[src/hdl/masked_color_substitution_defines.svh]
// ----------------------------------------------------------------------------
// masked color substitution assertion macros
// clocked on clk, disabled while rst_n is low
// ----------------------------------------------------------------------------
`ifndef MASKED_COLOR_SUBSTITUTION_DEFINES_SVH
`define MASKED_COLOR_SUBSTITUTION_DEFINES_SVH

// same-cycle implication
`define MCS_ASSERT_IMPL(label, ante, cons) \
    label: assert property (@(posedge clk) disable iff (!rst_n) (ante) |-> (cons)) \
        else $error("assertion failed");

// next-cycle implication
`define MCS_ASSERT_NEXT(label, ante, cons) \
    label: assert property (@(posedge clk) disable iff (!rst_n) (ante) |=> (cons)) \
        else $error("assertion failed");

`endif

[src/hdl/mcs_pkg.sv]
// ----------------------------------------------------------------------------
// mcs_pkg
// shared types, codes and constants of the masked color substitution block
// ----------------------------------------------------------------------------
package mcs_pkg;

    localparam int DEFAULT_TABLE_DEPTH = 8;

    localparam logic [31:0] MASK_RESET = 32'hFFFF_FFFF;

    localparam logic [1:0] ACT_SUBST = 2'd0;
    localparam logic [1:0] ACT_ADD   = 2'd1;
    localparam logic [1:0] ACT_CLEAR = 2'd2;

    typedef struct packed {
        logic [1:0]  action;
        logic [31:0] color_in;
        logic [31:0] new_color;
    } req_t;

    typedef struct packed {
        logic [31:0] color_out;
        logic        matched;
        logic        table_full;
    } rsp_t;

    typedef struct packed {
        logic load_item;
        logic idx_inc;
        logic write_repl;
        logic append;
        logic clear_table;
        logic res_pass;
        logic res_merge;
        logic res_hit;
        logic res_full;
        logic load_out;
    } cmd_t;

    typedef struct packed {
        logic [1:0] action;
        logic       count_zero;
        logic       at_last;
        logic       has_room;
        logic       masked_hit;
        logic       exact_hit;
    } status_t;

endpackage

[src/hdl/mcs_datapath.sv]
// ----------------------------------------------------------------------------
// mcs_datapath
// mask register, key and replacement memories, scan index, entry count,
// compare logic and result registers
// ----------------------------------------------------------------------------
module mcs_datapath #(
    parameter int TABLE_DEPTH = mcs_pkg::DEFAULT_TABLE_DEPTH
) (
    input  logic           clk,
    input  logic           rst_n,
    input  logic           cfg_we,
    input  logic [31:0]    cfg_data,
    input  mcs_pkg::req_t  req_data,
    input  mcs_pkg::cmd_t  cmd,
    output mcs_pkg::status_t status,
    output mcs_pkg::rsp_t  rsp_data
);
    import mcs_pkg::*;

    localparam int IDX_W = (TABLE_DEPTH > 1) ? $clog2(TABLE_DEPTH) : 1;
    localparam int CNT_W = $clog2(TABLE_DEPTH + 1);

    logic [31:0] key_mem [TABLE_DEPTH];
    logic [31:0] repl_mem [TABLE_DEPTH];

    logic [31:0]      mask_reg;
    req_t             item_reg;
    logic [IDX_W-1:0] idx_reg, idx_next;
    logic [CNT_W-1:0] count_reg, count_next;
    logic [31:0]      key_rd_reg;
    logic [31:0]      repl_rd_reg;
    rsp_t             res_reg;
    rsp_t             out_reg;
    logic [IDX_W-1:0] wr_addr;
    logic [31:0]      merged;

    always_comb
    begin
        idx_next = idx_reg;
        if (cmd.load_item)
        begin
            idx_next = '0;
        end
        else if (cmd.idx_inc)
        begin
            idx_next = idx_reg + IDX_W'(1);
        end
    end

    always_comb
    begin
        count_next = count_reg;
        if (cmd.clear_table)
        begin
            count_next = '0;
        end
        else if (cmd.append)
        begin
            count_next = count_reg + CNT_W'(1);
        end
    end

    always_ff @(posedge clk or negedge rst_n)
    begin
        if (!rst_n)
        begin
            mask_reg  <= MASK_RESET;
            idx_reg   <= '0;
            count_reg <= '0;
        end
        else
        begin
            if (cfg_we)
            begin
                mask_reg <= cfg_data;
            end
            idx_reg   <= idx_next;
            count_reg <= count_next;
        end
    end

    // table memories
    assign wr_addr = cmd.append ? count_reg[IDX_W-1:0] : idx_reg;

    always_ff @(posedge clk)
    begin
        if (cmd.append)
        begin
            key_mem[wr_addr] <= item_reg.color_in;
        end
        if (cmd.append || cmd.write_repl)
        begin
            repl_mem[wr_addr] <= item_reg.new_color;
        end
        key_rd_reg  <= key_mem[idx_reg];
        repl_rd_reg <= repl_mem[idx_reg];
    end

    assign merged = (repl_rd_reg & mask_reg) | (item_reg.color_in & ~mask_reg);

    always_ff @(posedge clk)
    begin
        if (cmd.load_item)
        begin
            item_reg <= req_data;
            res_reg  <= '0;
        end
        else
        begin
            if (cmd.res_pass)
            begin
                res_reg.color_out <= item_reg.color_in;
            end
            if (cmd.res_merge)
            begin
                res_reg.color_out <= merged;
                res_reg.matched   <= 1'b1;
            end
            if (cmd.res_hit)
            begin
                res_reg.matched <= 1'b1;
            end
            if (cmd.res_full)
            begin
                res_reg.table_full <= 1'b1;
            end
        end
        if (cmd.load_out)
        begin
            out_reg <= res_reg;
        end
    end

    assign status.action     = item_reg.action;
    assign status.count_zero = (count_reg == '0);
    assign status.at_last    = ((CNT_W'(idx_reg) + CNT_W'(1)) == count_reg);
    assign status.has_room   = (count_reg < CNT_W'(TABLE_DEPTH));
    assign status.masked_hit = (((item_reg.color_in ^ key_rd_reg) & mask_reg) == 32'd0);
    assign status.exact_hit  = (item_reg.color_in == key_rd_reg);

    assign rsp_data = out_reg;

endmodule

[src/hdl/mcs_controller.sv]
// ----------------------------------------------------------------------------
// mcs_controller
// sequencer for one item: dispatch, entry scan, result hand-off
// ----------------------------------------------------------------------------
module mcs_controller (
    input  logic              clk,
    input  logic              rst_n,
    input  logic              req_valid,
    output logic              req_stall,
    output logic              rsp_valid,
    input  logic              rsp_stall,
    input  mcs_pkg::status_t  status,
    output mcs_pkg::cmd_t     cmd
);
    import mcs_pkg::*;

    `include "masked_color_substitution_defines.svh"

    typedef enum logic [4:0] {
        ST_IDLE     = 5'b00001,
        ST_DISPATCH = 5'b00010,
        ST_READ     = 5'b00100,
        ST_CHECK    = 5'b01000,
        ST_FINISH   = 5'b10000
    } state_t;

    state_t state_reg, state_next;
    logic   out_valid_reg, out_valid_next;
    logic   req_accept;

    assign req_stall  = (state_reg != ST_IDLE);
    assign req_accept = req_valid && !req_stall;
    assign rsp_valid  = out_valid_reg;

    always_comb
    begin
        state_next = state_reg;
        cmd        = '0;
        unique case (state_reg)
            ST_IDLE:
            begin
                if (req_accept)
                begin
                    cmd.load_item = 1'b1;
                    state_next    = ST_DISPATCH;
                end
            end
            ST_DISPATCH:
            begin
                state_next = ST_FINISH;
                case (status.action)
                    ACT_SUBST:
                    begin
                        if (status.count_zero)
                        begin
                            cmd.res_pass = 1'b1;
                        end
                        else
                        begin
                            state_next = ST_READ;
                        end
                    end
                    ACT_ADD:
                    begin
                        if (status.count_zero)
                        begin
                            cmd.append = 1'b1;
                        end
                        else
                        begin
                            state_next = ST_READ;
                        end
                    end
                    ACT_CLEAR:
                    begin
                        cmd.clear_table = 1'b1;
                    end
                    default:
                    begin
                    end
                endcase
            end
            ST_READ:
            begin
                state_next = ST_CHECK;
            end
            ST_CHECK:
            begin
                state_next = ST_FINISH;
                if (status.action == ACT_SUBST)
                begin
                    if (status.masked_hit)
                    begin
                        cmd.res_merge = 1'b1;
                    end
                    else if (status.at_last)
                    begin
                        cmd.res_pass = 1'b1;
                    end
                    else
                    begin
                        cmd.idx_inc = 1'b1;
                        state_next  = ST_READ;
                    end
                end
                else
                begin
                    if (status.exact_hit)
                    begin
                        cmd.write_repl = 1'b1;
                        cmd.res_hit    = 1'b1;
                    end
                    else if (status.at_last)
                    begin
                        if (status.has_room)
                        begin
                            cmd.append = 1'b1;
                        end
                        else
                        begin
                            cmd.res_full = 1'b1;
                        end
                    end
                    else
                    begin
                        cmd.idx_inc = 1'b1;
                        state_next  = ST_READ;
                    end
                end
            end
            ST_FINISH:
            begin
                if (!out_valid_reg || !rsp_stall)
                begin
                    cmd.load_out = 1'b1;
                    state_next   = ST_IDLE;
                end
            end
            default:
            begin
                state_next = ST_IDLE;
            end
        endcase
    end

    assign out_valid_next = (out_valid_reg && rsp_stall) || cmd.load_out;

    always_ff @(posedge clk or negedge rst_n)
    begin
        if (!rst_n)
        begin
            state_reg     <= ST_IDLE;
            out_valid_reg <= 1'b0;
        end
        else
        begin
            state_reg     <= state_next;
            out_valid_reg <= out_valid_next;
        end
    end

    `MCS_ASSERT_NEXT(a_accept_dispatch, req_accept, state_reg == ST_DISPATCH)
    `MCS_ASSERT_IMPL(a_append_room, cmd.append, status.has_room)
    `MCS_ASSERT_IMPL(a_no_overwrite, cmd.load_out, !out_valid_reg || !rsp_stall)
    `MCS_ASSERT_IMPL(a_update_hit, cmd.write_repl, status.exact_hit && status.action == ACT_ADD)

endmodule

[src/hdl/masked_color_substitution.sv]
// ----------------------------------------------------------------------------
// masked_color_substitution
// key/replacement color table with masked first-match pixel substitution
// ----------------------------------------------------------------------------
//  channel | signals                       | direction
//  req     | req_valid req_stall req_data  | item in: action, color_in, new_color
//  rsp     | rsp_valid rsp_stall rsp_data  | beat out: color_out, matched, table_full
//  cfg     | cfg_we cfg_data               | compare mask write
//
//  one item at a time; the entries are scanned in order, at most the entry
//  count of them, each with a registered table read and then a compare
//  a new item is accepted while the previous beat waits on rsp_stall
//  reset clears the entry count and sets the mask to all ones
// ----------------------------------------------------------------------------
module masked_color_substitution #(
    parameter int TABLE_DEPTH = mcs_pkg::DEFAULT_TABLE_DEPTH
) (
    input  logic          clk,
    input  logic          rst_n,
    input  logic          req_valid,
    output logic          req_stall,
    input  mcs_pkg::req_t req_data,
    output logic          rsp_valid,
    input  logic          rsp_stall,
    output mcs_pkg::rsp_t rsp_data,
    input  logic          cfg_we,
    input  logic [31:0]   cfg_data
);
    import mcs_pkg::*;

    cmd_t    cmd;
    status_t status;

    mcs_controller u_controller (
        .clk       (clk),
        .rst_n     (rst_n),
        .req_valid (req_valid),
        .req_stall (req_stall),
        .rsp_valid (rsp_valid),
        .rsp_stall (rsp_stall),
        .status    (status),
        .cmd       (cmd)
    );

    mcs_datapath #(
        .TABLE_DEPTH (TABLE_DEPTH)
    ) u_datapath (
        .clk      (clk),
        .rst_n    (rst_n),
        .cfg_we   (cfg_we),
        .cfg_data (cfg_data),
        .req_data (req_data),
        .cmd      (cmd),
        .status   (status),
        .rsp_data (rsp_data)
    );

endmodule
[config.mk]
export PLATFORM = sky130hd
export DESIGN_NAME = masked_color_substitution
export DESIGN_NICKNAME = d
export VERILOG_FILES = /design/src/hdl/mcs_pkg.sv /design/src/hdl/mcs_datapath.sv /design/src/hdl/mcs_controller.sv /design/src/hdl/masked_color_substitution.sv
export VERILOG_INCLUDE_DIRS = /design/src /design/src/hdl
export SDC_FILE = /design/constraint.sdc
export NUM_CORES = 1
export LEC_CHECK = 0
export BUFFER_PORTS_ARGS = -buffer_cell sky130_fd_sc_hd__buf_2
export CORE_MARGIN = 2
export CORE_UTILIZATION = 55
export DETAILED_ROUTE_END_ITERATION = 7
export PLACE_DENSITY = 0.88
export SKIP_CTS_REPAIR_TIMING = 1
export SLEW_MARGIN = 20
export SYNTH_ARGS = -nofsm -noshare
export SYNTH_HDL_FRONTEND = slang
export SYNTH_HIERARCHICAL = 1
export SYNTH_SLANG_ARGS = --single-unit
export TNS_END_PERCENT = 5
[constraint.sdc]
create_clock -name clk -period 5.1 [get_ports clk]
set_input_delay 0.255 -clock clk [delete_from_list [all_inputs] [get_ports clk]]
set_output_delay 0.255 -clock clk [all_outputs]
set_load 0.02 [all_outputs]
# After elaboration in Yosys (flattened, before gate mapping)
# Memory sizes are Yosys's and may differ from the RTL's. A register that Yosys moved wholly into a read port is not among the register bits.
# Cells that the tools add are included.
word_totals:
  input_bits: 103
  rom_bits: 0
  latch_bits: 0
  register_bits: 179
  memories: 2
  ramBits: 512
  output_inout_bits: 36
  word_cells: 106
memory_table:
  columns: ["name", "words", "word_bits", "rd", "rd_ports_with_merged_regs", "wr", "line", "text"]
  rows:
  - ["u_datapath.key_mem", 8, 32, 1, 1, 1, "mcs_datapath.sv:23", "logic [31:0] key_mem [TABLE_DEPTH];"]
  - ["u_datapath.repl_mem", 8, 32, 1, 1, 1, "mcs_datapath.sv:24", "logic [31:0] repl_mem [TABLE_DEPTH];"]
classes:
  addsub: 3
  n_div: 0
  multipliers: 0
  n_bitwise: 6
  n_reduce_logical: 17
  n_shift: 0
  n_eq_ne: 12
  muxes: 51
  order_cmp: 1
op_table:
  columns: ["operator", "n"]
  rows:
  - ["$and A32 B32 Y32", 3]
  - ["$mux W5", 8]
  - ["$mux W33", 1]
  - ["$eq A32 B32 Y1", 1]
  - ["$logic_not A32 Y1", 1]
  - ["$mux W32", 1]
  - ["$not A32 Y32", 1]
  - ["$or A32 B32 Y32", 1]
  - ["$xor A32 B32 Y32", 1]
  - ["$mux W1", 28]
  - ["$pmux W5 S5", 1]
  - ["$mux W3", 4]
  - ["$mux W2", 4]
  - ["$mux W4", 2]
  - ["$reduce_bool A2 Y1", 4]
  - ["$eq A5 B1 Y1 const B", 1]
  - ["$eq A5 B2 Y1 const B", 1]
  - ["$eq A5 B3 Y1 const B", 1]
  - ["$eq A5 B4 Y1 const B", 1]
  - ["$eq A5 B5 Y1 const B", 1]
  - ["$ne A5 B1 Y1 const B", 1]
  - ["$add A3 B1 Y4 const B", 1]
  - ["$add A4 B1 Y4 const B", 1]
  - ["$eq A4 B4 Y1", 1]
  - ["other kinds (13)", 20]

# Longest topological paths before layout
# Gate-level depths: netlist of the first run.
logic_depth:
  ltp_word: 9
  depth_mapped: 14

# Cells and area by module
# The synthesis of the first run kept the hierarchy.
by_module_without_submodules:
  columns: ["mod", "seq_area_each_um2", "cells_per_inst", "n_inst", "area_per_inst_um2"]
  rows:
  - ["mcs_datapath", 21355.5, 1302, 1, 27535.2]
  - ["mcs_controller", 151.4, 48, 1, 444.2]

# Worst setup path after synthesis of the first run
# Ideal clock, no wire load.
synth_path:
  path_type: "register to register"
  start: "reg u_datapath.idx_reg[2]"
  end: "mem u_datapath.key_mem[0][0], enable pin"
  setup_ns: 0.461
  arrival_time_ns: 4.749
  slack_ns: -0.110
  stages_incl_launch_ff: 14
  period_less_slack_ns: 5.210
  required_ns: 4.639
  path_cell_list: "dfrtp_1 clkbuf_1 clkbuf_1 nand2_1 xnor2_1 a31oi_1 nor3_1 nor2b_1 nand4_1 a21oi_1 clkbuf_1 buf_1 nand2_1 nor3_1"
synth_rtl:
  columns: ["item", "line", "text"]
  rows:
  - ["start, declared", "mcs_datapath.sv:28", "logic [IDX_W-1:0] idx_reg, idx_next;"]
  - ["start signal, assigned", "mcs_datapath.sv:77", "idx_reg <= idx_next;"]
  - ["end, declared", "mcs_datapath.sv:23", null]

==> results of run 1 <==
cell usage after synthesis, drive strengths merged, types with 7 or more instances:
library cell / n
nor2: 34
xor2: 34
a211oi: 60
mux2: 96
nor2b: 33
nand2: 15
nor4: 8
dfxtp: 98
dfstp: 33
buf: 34
edfxtp: 612
clkbuf: 32
mux2i: 32
xnor2: 7
dfrtp: 12
mux4: 128
nor3: 11
critical path, delay by kind of cell, from the launching register on:
kind            cells  cell delay, ns
simple gates        6            1.08
flops               1            0.90
compound gates      3            1.17
xor+xnor            1            0.24
buf+inv             2            0.59
cells by family after synthesis:
family                     count (synthesis)  share of synthesized area
AOI/OAI and AO/OA                         97                     0.0262
buffers and inverters                     71                     0.0127
DFF                                      755                      0.769
muxes                                    256                      0.153
and+or+nand+nor                          127                     0.0252
xor gates and xnor gates                  41                     0.0128
adders and majority gates                  3                    0.00134
cell type report:
cell class	count	area, µm²
sequential	755	21500
fill	3039	17200
multi-input combinational	524	6230
clock buffer	94	2040
timing repair buffer	268	1960
tap	672	841
clock inverter	40	338
inverter	5	18.8
routing by layer:
layer | up-vias | GRT usage
li1 | 6028 | -
met1 | 7519 | 0.332
met2 | 852 | 0.388
met3 | 161 | 0.0488
met4 | 6 | 0.0802
met5 | - | 0
per-stage QoR:
step	hold slack, ns	area (µm²)	power [mW]	cells
global route	0.348	32900	14.2	2358
detailed placement	0.396	29600	8.55	2123
CTS	-0.242	31900	13.8	2257
global placement	0.399	29600	8.47	2123
floorplan	-0.0406	28000	8.09	1350
finish	0.306	32900	13.8	2358
how the worst max path moves through the flow:
stage,startpoint,endpoint,depth (start not counted)
6_report,u_datapath/idx_reg[2]$_DFFE_PN0P_,u_datapath/repl_mem[6][3]$_DFFE_PP_,12
5_1_grt,u_datapath/idx_reg[2]$_DFFE_PN0P_,u_datapath/repl_mem[6][3]$_DFFE_PP_,12
4_1_cts,u_datapath/idx_reg[2]$_DFFE_PN0P_,u_datapath/repl_mem[6][3]$_DFFE_PP_,12
3_5_place_dp,u_datapath/idx_reg[2]$_DFFE_PN0P_,u_datapath/repl_mem[0][6]$_DFFE_PP_,12
3_3_place_gp,u_datapath/item_reg[54]$_DFFE_PP_,u_datapath/res_reg[23]$_SDFFE_PP0P_,10
2_1_floorplan,u_datapath/idx_reg[2]$_DFFE_PN0P_,u_datapath/key_mem[2][0]$_DFFE_PP_,12
where the power goes:
group	internal [mW]	total, mW	switching (mW)
logic	0.347	0.854	0.506
registers	7.22	7.67	0.452
clock network	3.05	5.31	2.26
==> impl_table.tex, run 1 <==
\begin{tabular}{lr}
\hline
Metric & Value \\
\hline
\multicolumn{2}{l}{\textbf{Placed design}} \\
GPL Wtd Cong & 0.878 \\
Worst setup slack after placement & 1.12 ns \\
Half-perimeter wire length after placement & 36400 µm \\
Number of buffers added on ports & 138 \\
\multicolumn{2}{l}{\textbf{Job}} \\
Max-capacitance violation count & 0 \\
\multicolumn{2}{l}{\textbf{Floorplan}} \\
Number of rows in the core area & 82 \\
Boundary Pins & 139 \\
Die extent in x & 230 µm \\
Die area & 52700 µm² \\
Initial core utilization & 0.558 \\
Core Region & 50200 µm² \\
Die Ht & 230 µm \\
\multicolumn{2}{l}{\textbf{GRT}} \\
Overflow left after global routing & 0 \\
Global-route wire length before repair & 92700 µm \\
Initial antenna violation count & 3 \\
Largest net degree at the start of global routing & 97 \\
Number of global-route vias before repair & 14300 \\
GR Util All Layers & 0.241 \\
\multicolumn{2}{l}{\textbf{Finish}} \\
Final core occ & 0.657 \\
Most common cell after layout, fill and taps aside & sky130\_fd\_sc\_hd\_\_edfxtp\_1 \\
N\_diodes & 0 \\
Area growth from synthesis to layout & 17.7\% \\
Top library cells by usage in the layout, fill and taps aside & sky130\_fd\_sc\_hd\_\_edfxtp\_1, sky130\_fd\_sc\_hd\_\_buf\_2, sky130\_fd\_sc\_hd\_\_mux4\_2 \\
Fraction of final layout cells sized beyond drive strength 1 & 0.323 \\
Nets & 1733 \\
\multicolumn{2}{l}{\textbf{Setup path}} \\
Critical Path End Type & register \\
Crit-path max cell delay & 0.90 ns \\
Reg2reg end & u\_datapath/repl\_mem[6][3]\$\_DFFE\_PP\_ \\
Number of cells on the worst reg-to-reg path & 12 \\
Master of the slowest instance on the critical path & sky130\_fd\_sc\_hd\_\_dfrtp\_2 \\
Ordered cell list for the critical path & nand2\_1, xnor2\_1, a31oi\_1, nor3\_1, nor2b\_1, nand4\_1, a21oi\_1, buf\_4, nor2\_1, a22oi\_1, nor2\_2, buf\_4 \\
Beginning of the worst register-to-register path & u\_datapath/idx\_reg[2]\$\_DFFE\_PN0P\_ \\
Nature of the critical path startpoint & register \\
Crit path max fanout & 32 \\
Dominant cell type by count on the critical path & sky130\_fd\_sc\_hd\_\_buf\_4 \\
Reg2Reg Setup Slack & 0.72 ns \\
Worst path required time & 5.37 ns \\
Type of the worst setup path & reg2reg \\
Critical path arrival & 4.65 ns \\
\multicolumn{2}{l}{\textbf{Routing}} \\
Met3 layer wire length in the routed design & 6030 µm \\
Total via count in the routed design & 14600 \\
DRT antenna net count & 0 \\
WL per Instance & 27.4 µm \\
Amount of wire on met2 after detailed routing & 31600 µm \\
DRC Markers & 0 \\
Top routing layer used & met5 \\
Post-detailed-route via-to-cell ratio & 6.18 \\
DR pass1 iterations & 7 \\
Iteration-0 DRC count of the detailed router & 1572 \\
Detailed Route WL & 64500 µm \\
Met1 wire length & 24500 µm \\
\multicolumn{2}{l}{\textbf{Timing}} \\
Slew headroom & 0.341 \\
Portion of the clock cycle consumed by the worst path in the final layout & 0.859 \\
Worst setup slack after layout & 0.717 ns \\
Clock period minus final worst setup slack & 4.38 ns \\
Setup violations, final & 0 \\
Post-route clock skew & 0.0225 ns \\
Number of hold violations in the final report & 0 \\
Unrepaired setup endpoints after global routing & no \\
Slew of the pin with the lowest slew margin & 0.986 ns \\
Final Max Tran Viols & 0 \\
Peak clock frequency supported by timing & 228 MHz \\
Setup\_tns & 0 ns \\
\multicolumn{2}{l}{\textbf{Status}} \\
Run status & finished, final reports clean \\
\multicolumn{2}{l}{\textbf{Pwr}} \\
Maximum VDD drop & 0.304 mV \\
Leakage power of the design & 10.9 nW \\
Total power per unit cell area & 420 nW/µm² \\
\multicolumn{2}{l}{\textbf{Yosys}} \\
Net count after synthesis & 1456 \\
Largest cells by area after synthesis & sky130\_fd\_sc\_hd\_\_edfxtp\_1, sky130\_fd\_sc\_hd\_\_mux4\_2, sky130\_fd\_sc\_hd\_\_dfxtp\_1 \\
Sequential element share of the synthesized area & 0.769 \\
Post-synthesis cell type count & 51 \\
Area share of the largest cell type after synthesis & 0.657 \\
Post-Syn Area & 28000 µm² \\
Post-synthesis average cell area & 20.7 µm² \\
Commonest register cell after synthesis & sky130\_fd\_sc\_hd\_\_edfxtp\_1 \\
Cell type contributing the most total cell area after synthesis & sky130\_fd\_sc\_hd\_\_edfxtp\_1 \\
Count of state elements after synthesis & 755 \\
Number of instances in the synthesized netlist & 1350 \\
Number of enable flip-flop cells after synthesis & 612 \\
Yosys warns & 6 \\
Fraction of registers with async set or reset after synthesis & 0.0596 \\
\multicolumn{2}{l}{\textbf{Clock tree}} \\
Clock-pin slew on the worst setup and hold paths & 0.07 ns \\
TritonCTS clock tree & built \\
Buffer levels on the longest clock path & 3 \\
Clock tree root driver cell & sky130\_fd\_sc\_hd\_\_clkbuf\_16 \\
Total clock sinks & 755 \\
Total number of H-tree levels & 3 \\
Number of buffers inserted during clock tree synthesis & 73 \\
Clock insertion delay at the later pin of the skew report & 0.60 ns \\
\multicolumn{2}{l}{\textbf{Hold path}} \\
Hold Path Class & in2async \\
\hline
\end{tabular}
Power figures use the tool's default switching activity.
==> inputs of run 2 (changes only) <==
--- a/config.mk
+++ b/config.mk
@@ -7,14 +7,15 @@
 export NUM_CORES = 1
 export LEC_CHECK = 0
 export BUFFER_PORTS_ARGS = -buffer_cell sky130_fd_sc_hd__buf_2
+export CELL_PAD_IN_SITES_DETAIL_PLACEMENT = 2
+export CELL_PAD_IN_SITES_GLOBAL_PLACEMENT = 2
 export CORE_MARGIN = 2
-export CORE_UTILIZATION = 55
+export CORE_UTILIZATION = 43
 export DETAILED_ROUTE_END_ITERATION = 7
-export PLACE_DENSITY = 0.88
+export PLACE_DENSITY = 0.87
 export SKIP_CTS_REPAIR_TIMING = 1
 export SLEW_MARGIN = 20
 export SYNTH_ARGS = -nofsm -noshare
 export SYNTH_HDL_FRONTEND = slang
-export SYNTH_HIERARCHICAL = 1
 export SYNTH_SLANG_ARGS = --single-unit
 export TNS_END_PERCENT = 5
==> run 2 against run 1 <==
  * Combinational power up 22%
  * Via count grew 2.6%
  * Non-clock buffer count increased by 5
  * Global-route usage rose by 1.7 points
  * Final area grew 1.5%
  * Setup slack worse by 0.35 ns
  * Critical endpoint is now u_datapath.repl_mem[4][12]$_DFFE_PP_
  * Largest cell class unchanged
  * Highest routed layer is now met4
==> impl_table.tex, run 2 <==
\begin{tabular}{lr}
\hline
Metric & Value \\
\hline
\multicolumn{2}{l}{\textbf{Timing}} \\
Worst setup slack after layout & 0.371 ns (was 0.717 ns) \\
Post-route clock skew & 0.0330 ns (was 0.0225 ns) \\
Clock period minus final worst setup slack & 4.73 ns (was 4.38 ns) \\
Unrepaired setup endpoints after global routing & no (unchanged) \\
Portion of the clock cycle consumed by the worst path in the final layout & 0.927 (was 0.859) \\
Setup violations, final & 0 (unchanged) \\
Number of hold violations in the final report & 0 (unchanged) \\
Slew of the pin with the lowest slew margin & 1.15 ns (was 0.986 ns) \\
Setup\_tns & 0 ns (unchanged) \\
Final Max Tran Viols & 0 (unchanged) \\
Slew headroom & 0.233 (was 0.341) \\
Peak clock frequency supported by timing & 211 MHz (was 228 MHz) \\
\multicolumn{2}{l}{\textbf{Yosys}} \\
Post-synthesis cell type count & 52 (was 51) \\
Net count after synthesis & 1452 (was 1456) \\
Number of instances in the synthesized netlist & 1346 (was 1350) \\
Area share of the largest cell type after synthesis & 0.660 (was 0.657) \\
Largest cells by area after synthesis & sky130\_fd\_sc\_hd\_\_edfxtp\_1, sky130\_fd\_sc\_hd\_\_mux4\_2, sky130\_fd\_sc\_hd\_\_dfxtp\_1 (unchanged) \\
Fraction of registers with async set or reset after synthesis & 0.0596 (unchanged) \\
Post-Syn Area & 27900 µm² (was 28000 µm²) \\
Yosys warns & 0 (was 6) \\
Mux contribution to synthesized area & 0.144 (was 0.153) \\
Cell type contributing the most total cell area after synthesis & sky130\_fd\_sc\_hd\_\_edfxtp\_1 (unchanged) \\
Share of synthesized cell area in full adder, half adder and majority cells & 0.00135 (was 0.00134) \\
Sequential element share of the synthesized area & 0.772 (was 0.769) \\
Number of enable flip-flop cells after synthesis & 612 (unchanged) \\
Post-synthesis average cell area & 20.7 µm² (about the same) \\
Commonest register cell after synthesis & sky130\_fd\_sc\_hd\_\_edfxtp\_1 (unchanged) \\
Complex-gate fraction of the synthesized area & 0.0386 (was 0.0262) \\
Largest family of logic cells by synthesized area & multiplexers (unchanged) \\
Share of the synthesized netlist area taken by xor and xnor gates & 0.0119 (was 0.0128) \\
Count of state elements after synthesis & 755 (unchanged) \\
Top cells by instance count after synthesis & sky130\_fd\_sc\_hd\_\_edfxtp\_1, sky130\_fd\_sc\_hd\_\_mux4\_2, sky130\_fd\_sc\_hd\_\_dfxtp\_1 (unchanged) \\
Simple-gate share of the synthesized area & 0.0197 (was 0.0252) \\
Library cell with the highest instance count after synthesis & sky130\_fd\_sc\_hd\_\_edfxtp\_1 (unchanged) \\
\multicolumn{2}{l}{\textbf{Setup path}} \\
Critical path arrival & 5.06 ns (was 4.65 ns) \\
Reg2reg end & u\_datapath.repl\_mem[4][12]\$\_DFFE\_PP\_ (was u\_datapath/repl\_mem[6][3]\$\_DFFE\_PP\_) \\
Nature of the critical path startpoint & register (unchanged) \\
Reg2Reg Setup Slack & 0.37 ns (was 0.72 ns) \\
Worst path required time & 5.43 ns (was 5.37 ns) \\
Type of the worst setup path & reg2reg (unchanged) \\
Critical Path End Type & register (unchanged) \\
Critical path destination & u\_datapath.repl\_mem[4][12]\$\_DFFE\_PP\_ (was u\_datapath/repl\_mem[6][3]\$\_DFFE\_PP\_) \\
Crit path max fanout & 18 (was 32) \\
Beginning of the worst register-to-register path & u\_datapath.item\_reg[38]\$\_DFFE\_PP\_ (was u\_datapath/idx\_reg[2]\$\_DFFE\_PN0P\_) \\
Startpoint of the worst setup timing path & u\_datapath.item\_reg[38]\$\_DFFE\_PP\_ (was u\_datapath/idx\_reg[2]\$\_DFFE\_PN0P\_) \\
Number of cells on the worst reg-to-reg path & 9 (was 12) \\
\multicolumn{2}{l}{\textbf{Clock tree}} \\
Total clock sinks & 755 (unchanged) \\
TritonCTS clock tree & built (unchanged) \\
Total number of H-tree levels & 3 (unchanged) \\
Buffer levels on the longest clock path & 3 (unchanged) \\
Clock insertion delay at the later pin of the skew report & 0.65 ns (was 0.60 ns) \\
Clock tree root driver cell & sky130\_fd\_sc\_hd\_\_clkbuf\_16 (unchanged) \\
Clock-pin slew on the worst setup and hold paths & 0.07 ns (about the same) \\
Number of buffers inserted during clock tree synthesis & 78 (was 73) \\
\multicolumn{2}{l}{\textbf{Routing}} \\
Iteration-0 DRC count of the detailed router & 1359 (was 1572) \\
WL per Instance & 34.4 µm (was 27.4 µm) \\
DRT antenna net count & 0 (unchanged) \\
DRC Markers & 0 (unchanged) \\
Detailed Route WL & 88200 µm (was 64500 µm) \\
DR pass1 iterations & 5 (was 7) \\
Post-detailed-route via-to-cell ratio & 5.84 (was 6.18) \\
Total via count in the routed design & 14900 (was 14600) \\
\multicolumn{2}{l}{\textbf{Placed design}} \\
Number of buffers added on ports & 138 (unchanged) \\
Worst setup slack after placement & 0.387 ns (was 1.12 ns) \\
GPL Wtd Cong & 0.790 (was 0.878) \\
Placed Cells & 2310 (was 2123) \\
Half-perimeter wire length after placement & 52800 µm (was 36400 µm) \\
\multicolumn{2}{l}{\textbf{Job}} \\
Max-capacitance violation count & 0 (unchanged) \\
\multicolumn{2}{l}{\textbf{GRT}} \\
Number of global-route vias before repair & 16200 (was 14300) \\
GR Util All Layers & 0.258 (was 0.241) \\
Largest net degree at the start of global routing & 70 (was 97) \\
Global-route wire length before repair & 121000 µm (was 92700 µm) \\
Overflow left after global routing & 0 (unchanged) \\
Initial antenna violation count & 6 (was 3) \\
\multicolumn{2}{l}{\textbf{Pwr}} \\
Leakage power of the design & 11.1 nW (was 10.9 nW) \\
Maximum VDD drop & 0.286 mV (was 0.304 mV) \\
Total power per unit cell area & 439 nW/µm² (was 420 nW/µm²) \\
\multicolumn{2}{l}{\textbf{Floorplan}} \\
Die Ht & 259 µm (was 230 µm) \\
Number of rows in the core area & 93 (was 82) \\
Boundary Pins & 139 (unchanged) \\
Initial core utilization & 0.434 (was 0.558) \\
Die area & 66800 µm² (was 52700 µm²) \\
Core Region & 64200 µm² (was 50200 µm²) \\
Die extent in x & 259 µm (was 230 µm) \\
\multicolumn{2}{l}{\textbf{Hold path}} \\
Hold Path Class & in2reg (was in2async) \\
Number of instances on the worst hold path & 3 \\
\multicolumn{2}{l}{\textbf{Finish}} \\
Non-filler cells, final & 2559 (was 2358) \\
Fillers & 5480 (was 3039) \\
Top library cells by usage in the layout, fill and taps aside & sky130\_fd\_sc\_hd\_\_edfxtp\_1, sky130\_fd\_sc\_hd\_\_buf\_2, sky130\_fd\_sc\_hd\_\_mux4\_2 (unchanged) \\
Most common cell after layout, fill and taps aside & sky130\_fd\_sc\_hd\_\_edfxtp\_1 (unchanged) \\
Area growth from synthesis to layout & 20.1\% (was 17.7\%) \\
Nets & 1743 (was 1733) \\
Fraction of final layout cells sized beyond drive strength 1 & 0.350 (was 0.323) \\
\multicolumn{2}{l}{\textbf{Status}} \\
Run status & finished, final reports clean (unchanged) \\
\hline
\end{tabular}
==> run 2: cell types whose count changed in the layout (fill, tap and decap cells not counted), sizes merged, moves of 21 or more <==
cell	change
a211oi	-60
o21ai	+36
a311oi	+32
a21boi	+31
nor2b	-30
mux2i	-27
nor2	+21
==> run 2: cell type report <==
type / instances / area [µm²] / share of cell area
antenna: 1 / 2.50 / 0.0000748
clock buffer: 109 / 2240 / 0.0671
clock inverter: 37 / 354 / 0.0106
inverter: 9 / 35.0 / 0.00105
multi-input combinational: 520 / 6140 / 0.184
sequential: 755 / 21500 / 0.643
tap: 855 / 1070 / 0.0320
timing repair buffer: 273 / 2090 / 0.0624
==> run 2: worst min-delay path by stage <==
| stage | endpoint | slack, ns | from |
|---|---|---|---|
| 2_1_floorplan | u_controller.rsp_valid$_DFF_PN0_ | -0.04 | rst_n |
| 3_3_place_gp | u_datapath.rsp_data[21]$_DFFE_PP_ | 0.41 | u_datapath.res_reg[21]$_SDFFE_PP0P_ |
| 3_5_place_dp | u_datapath.rsp_data[26]$_DFFE_PP_ | 0.41 | u_datapath.res_reg[26]$_SDFFE_PP0P_ |
| 4_1_cts | u_datapath.idx_reg[2]$_DFFE_PN0P_ | -0.25 | rst_n |
| 5_1_grt | u_controller.rsp_valid$_DFF_PN0_ | 0.02 | rsp_stall |
| 6_report | u_controller.rsp_valid$_DFF_PN0_ | 0.02 | rsp_stall |
==> run 2: critical path: stages (launching register included) <==
cell                       delay [ns]
sky130_fd_sc_hd__edfxtp_1        0.56
sky130_fd_sc_hd__xor2_1          0.27
sky130_fd_sc_hd__nor4_1          0.52
sky130_fd_sc_hd__nand4_1         0.27
sky130_fd_sc_hd__nor2_1          0.32
sky130_fd_sc_hd__nor4_1          0.14
sky130_fd_sc_hd__o21ai_2         0.88
sky130_fd_sc_hd__mux2i_1         0.49
sky130_fd_sc_hd__nor2_4          0.68
sky130_fd_sc_hd__buf_16          0.25
==> run 2: power by group <==
part / internal (mW) / switching, mW
clock: 3.39 / 2.51
sequential: 7.24 / 0.492
combinational: 0.359 / 0.681
total: 11.0 / 3.69
==> run 2: cells by family after synthesis <==
group           Yosys count
compound gates          134
mux                     230
buf+inv                  71
fa+ha+maj                 3
xor+xnor                 38
flops                   755
simple gates            115
==> run 2: layer usage <==
metal  GRT usage  wire [µm]  vias to the layer above
li1            -          -                     6041
met1       0.310      32900                     7979
met2       0.439      45200                      714
met3      0.0661       6040                      207
met4       0.114       4050                        0
met5           0          0                        -
==> run 2: stage by stage <==
step / total power, mW / instance area (µm²) / hold slack (ns) / utilization
after floorplan: 8.13 / 27900 / -0.0406 / -
after detailed placement: 8.78 / 29800 / 0.412 / 0.464
after CTS: 14.6 / 32400 / -0.246 / 0.505
after global routing: 15.0 / 33400 / 0.0163 / 0.521
final: 14.7 / 33500 / 0.0234 / 0.521
after global placement: 8.58 / 29800 / 0.411 / 0.463
==> inputs of run 3 (changes only) <==
--- a/config.mk
+++ b/config.mk
@@ -6,10 +6,9 @@
 export SDC_FILE = /design/constraint.sdc
 export NUM_CORES = 1
 export LEC_CHECK = 0
-export BUFFER_PORTS_ARGS = -buffer_cell sky130_fd_sc_hd__buf_2
+export BUFFER_PORTS_ARGS = -buffer_cell sky130_fd_sc_hd__buf_4
 export CELL_PAD_IN_SITES_DETAIL_PLACEMENT = 2
 export CELL_PAD_IN_SITES_GLOBAL_PLACEMENT = 2
-export CORE_MARGIN = 2
 export CORE_UTILIZATION = 43
 export DETAILED_ROUTE_END_ITERATION = 7
 export PLACE_DENSITY = 0.87
==> run 3 against run 2 <==
  * Final area increased by 0.53%
  * Setup slack got worse by 0.071 ns
  * Sequential cell count unchanged
  * Core utilization increased by 0.84 points
  * Clock skew increased by 0.0076 ns
  * Register-to-register slack got worse by 0.07 ns
  * Clock power increased by 1%
  * Non-clock buffer count decreased by 3
  * Critical path type unchanged
==> impl_table.tex, run 3 (synthesis results as in run 2) <==
\begin{tabular}{lr}
\hline
Metric & Value \\
\hline
\multicolumn{2}{l}{\textbf{Pwr}} \\
Maximum VDD drop & 0.370 mV (was 0.286 mV) \\
Clock share of power & 0.403 (was 0.402) \\
Reported net switching power & 3.74 mW (was 3.69 mW) \\
Final total power & 14.8 mW (was 14.7 mW) \\
Sequential share of power & 0.525 (was 0.527) \\
Logic pwr share & 0.072 (was 0.071) \\
Cell Int Power & 11.1 mW (was 11.0 mW) \\
Leakage power of the design & 11.2 nW (was 11.1 nW) \\
Total power per unit cell area & 440 nW/µm² (was 439 nW/µm²) \\
Sw Ratio & 0.253 (was 0.251) \\
\multicolumn{2}{l}{\textbf{Finish}} \\
Nets & 1741 (was 1743) \\
Total non-filler cell area in the finished layout & 33600 µm² (was 33500 µm²) \\
Most common cell after layout, fill and taps aside & sky130\_fd\_sc\_hd\_\_edfxtp\_1 (unchanged) \\
Area growth from synthesis to layout & 20.7\% (was 20.1\%) \\
Top library cells by usage in the layout, fill and taps aside & sky130\_fd\_sc\_hd\_\_edfxtp\_1, sky130\_fd\_sc\_hd\_\_buf\_4, sky130\_fd\_sc\_hd\_\_mux4\_2 (was sky130\_fd\_sc\_hd\_\_edfxtp\_1, sky130\_fd\_sc\_hd\_\_buf\_2, sky130\_fd\_sc\_hd\_\_mux4\_2) \\
N\_diodes & 0 (was 1) \\
Fraction of final layout cells sized beyond drive strength 1 & 0.345 (was 0.350) \\
Fillers & 5384 (was 5480) \\
\multicolumn{2}{l}{\textbf{Timing}} \\
Peak clock frequency supported by timing & 208 MHz (was 211 MHz) \\
Post-route clock skew & 0.0405 ns (was 0.0330 ns) \\
Final Max Tran Viols & 0 (unchanged) \\
Number of hold violations in the final report & 0 (unchanged) \\
Setup\_tns & 0 ns (unchanged) \\
Unrepaired setup endpoints after global routing & no (unchanged) \\
Worst hold margin & 0.187 ns (was 0.0234 ns) \\
Slew of the pin with the lowest slew margin & 1.05 ns (was 1.15 ns) \\
Slew headroom & 0.298 (was 0.233) \\
Clock period minus final worst setup slack & 4.80 ns (was 4.73 ns) \\
Portion of the clock cycle consumed by the worst path in the final layout & 0.941 (was 0.927) \\
Worst setup slack after layout & 0.300 ns (was 0.371 ns) \\
Setup violations, final & 0 (unchanged) \\
\multicolumn{2}{l}{\textbf{Floorplan}} \\
Number of rows in the core area & 92 (was 93) \\
Die area & 65800 µm² (was 66800 µm²) \\
Core Region & 63500 µm² (was 64200 µm²) \\
Die extent in x & 257 µm (was 259 µm) \\
Die Ht & 257 µm (was 259 µm) \\
Initial core utilization & 0.438 (was 0.434) \\
Boundary Pins & 139 (unchanged) \\
\multicolumn{2}{l}{\textbf{Routing}} \\
Total via count in the routed design & 15100 (was 14900) \\
WL per Instance & 35.0 µm (was 34.4 µm) \\
DR pass1 iterations & 5 (unchanged) \\
Detailed Route WL & 89100 µm (was 88200 µm) \\
Iteration-0 DRC count of the detailed router & 1551 (was 1359) \\
Post-detailed-route via-to-cell ratio & 5.92 (was 5.84) \\
DRC Markers & 0 (unchanged) \\
DRT antenna net count & 0 (unchanged) \\
\multicolumn{2}{l}{\textbf{Setup path}} \\
Type of the worst setup path & reg2reg (unchanged) \\
Nature of the critical path startpoint & register (unchanged) \\
Reg2Reg Setup Slack & 0.30 ns (was 0.37 ns) \\
Worst path required time & 5.37 ns (was 5.43 ns) \\
Number of cells on the worst reg-to-reg path & 9 (unchanged) \\
Reg2reg end & u\_datapath.key\_mem[3][10]\$\_DFFE\_PP\_ (was u\_datapath.repl\_mem[4][12]\$\_DFFE\_PP\_) \\
Crit path max fanout & 32 (was 18) \\
Beginning of the worst register-to-register path & u\_datapath.item\_reg[39]\$\_DFFE\_PP\_ (was u\_datapath.item\_reg[38]\$\_DFFE\_PP\_) \\
Critical Path End Type & register (unchanged) \\
Critical path arrival & 5.07 ns (was 5.06 ns) \\
\multicolumn{2}{l}{\textbf{Clock tree}} \\
Clock insertion delay at the later pin of the skew report & 0.66 ns (was 0.65 ns) \\
Total number of H-tree levels & 3 (unchanged) \\
Total clock sinks & 755 (unchanged) \\
Clock tree root driver cell & sky130\_fd\_sc\_hd\_\_clkbuf\_16 (unchanged) \\
Clock-pin slew on the worst setup and hold paths & 0.07 ns (about the same) \\
Buffer levels on the longest clock path & 3 (unchanged) \\
TritonCTS clock tree & built (unchanged) \\
Number of buffers inserted during clock tree synthesis & 79 (was 78) \\
\multicolumn{2}{l}{\textbf{GRT}} \\
Overflow left after global routing & 0 (unchanged) \\
Number of global-route vias before repair & 15900 (was 16200) \\
Top Usage Layer GRT & met2 (unchanged) \\
Initial antenna violation count & 0 (was 6) \\
Met1 track demand over resource in global routing & 0.322 (was 0.310) \\
Largest net degree at the start of global routing & 59 (was 70) \\
GR Util met3 & 0.0396 (was 0.0661) \\
Global-route wire length before repair & 118000 µm (was 121000 µm) \\
Met2 Track Usage GR & 0.443 (was 0.439) \\
GR Util All Layers & 0.253 (was 0.258) \\
\multicolumn{2}{l}{\textbf{Placed design}} \\
Half-perimeter wire length after placement & 51300 µm (was 52800 µm) \\
Instance area at placement & 30000 µm² (was 29800 µm²) \\
Number of buffers added on ports & 138 (unchanged) \\
GPL Wtd Cong & 0.829 (was 0.790) \\
Worst setup slack after placement & 0.842 ns (was 0.387 ns) \\
\multicolumn{2}{l}{\textbf{Job}} \\
Max-capacitance violation count & 0 (unchanged) \\
\multicolumn{2}{l}{\textbf{Status}} \\
Run status & finished, final reports clean (unchanged) \\
\multicolumn{2}{l}{\textbf{Hold path}} \\
Hold Path Class & in2async (was in2reg) \\
\hline
\end{tabular}
-- run 3: cell count changes in the layout (fill, tap and decap cells not counted), moves of 4 or more --
cell | previous run | this run
sky130_fd_sc_hd__buf_2 | 138 | 0
sky130_fd_sc_hd__nor2_2 | 0 | 5
sky130_fd_sc_hd__clkinv_2 | 14 | 10
sky130_fd_sc_hd__clkinv_1 | 11 | 17
sky130_fd_sc_hd__clkbuf_8 | 9 | 5
sky130_fd_sc_hd__buf_4 | 25 | 169
sky130_fd_sc_hd__buf_12 | 9 | 0
sky130_fd_sc_hd__nor2_4 | 8 | 3
-- run 3: worst max-delay path, stage by stage (launching register included) --
cell,delay [ns]
sky130_fd_sc_hd__edfxtp_1,0.62
sky130_fd_sc_hd__xor2_1,0.27
sky130_fd_sc_hd__nor4_1,0.80
sky130_fd_sc_hd__nand4_1,0.29
sky130_fd_sc_hd__nor2_1,0.38
sky130_fd_sc_hd__nor4_1,0.18
sky130_fd_sc_hd__o21ai_2,0.54
sky130_fd_sc_hd__mux2i_1,0.42
sky130_fd_sc_hd__nor3_2,0.30
sky130_fd_sc_hd__buf_4,0.57
-- run 3: power groups by stage --
| stage | clock, mW | sequential, mW | combinational (mW) |
|---|---|---|---|
| floorplan | 0 | 7.60 | 0.532 |
| finish | 5.97 | 7.77 | 1.06 |
| global route | 6.24 | 7.79 | 1.11 |
| detailed placement | 0 | 7.85 | 0.937 |
| CTS | 5.94 | 7.74 | 0.972 |
| global placement | 0 | 7.75 | 0.868 |
-- run 3: cell type report --
cell class | count | area [µm²] | area share
tap | 846 | 1060 | 0.0315
clock inverter | 39 | 357 | 0.0106
inverter | 9 | 35.0 | 0.00104
clock buffer | 108 | 2260 | 0.0673
timing repair buffer | 270 | 2280 | 0.0678
multi-input combinational | 520 | 6120 | 0.182
sequential | 755 | 21500 | 0.640
-- run 3: worst max-delay path by stage --
stage | start | end | slack (ns) | depth (start not counted)
CTS | u_datapath.item_reg[39]$_DFFE_PP_ | u_datapath.key_mem[3][13]$_DFFE_PP_ | 0.67 | 9
global placement | u_datapath.item_reg[40]$_DFFE_PP_ | u_datapath.key_mem[2][8]$_DFFE_PP_ | 1.24 | 9
finish | u_datapath.item_reg[39]$_DFFE_PP_ | u_datapath.key_mem[3][10]$_DFFE_PP_ | 0.30 | 9
detailed placement | u_datapath.item_reg[40]$_DFFE_PP_ | u_datapath.key_mem[3][21]$_DFFE_PP_ | 0.84 | 9
global route | u_datapath.item_reg[39]$_DFFE_PP_ | u_datapath.key_mem[3][10]$_DFFE_PP_ | 0.36 | 9
floorplan | u_datapath.item_reg[39]$_DFFE_PP_ | u_datapath.key_mem[0][0]$_DFFE_PP_ | 0.57 | 8
-- run 3: stage by stage --
stage                      util  cells
final                     0.529   2547
after global routing      0.529   2547
after CTS                 0.513   2446
after detailed placement  0.472   2299
after global placement    0.472   2299
after floorplan               -   1346
-- run 3: metal layers --
| layer | routed length, µm | part of all wire | vias to the layer above |
|---|---|---|---|
| li1 | - | - | 6031 |
| met1 | 34400 | 0.39 | 8160 |
| met2 | 46600 | 0.52 | 672 |
| met3 | 4950 | 0.056 | 203 |
| met4 | 3190 | 0.036 | 0 |
| met5 | 0 | 0 | - |
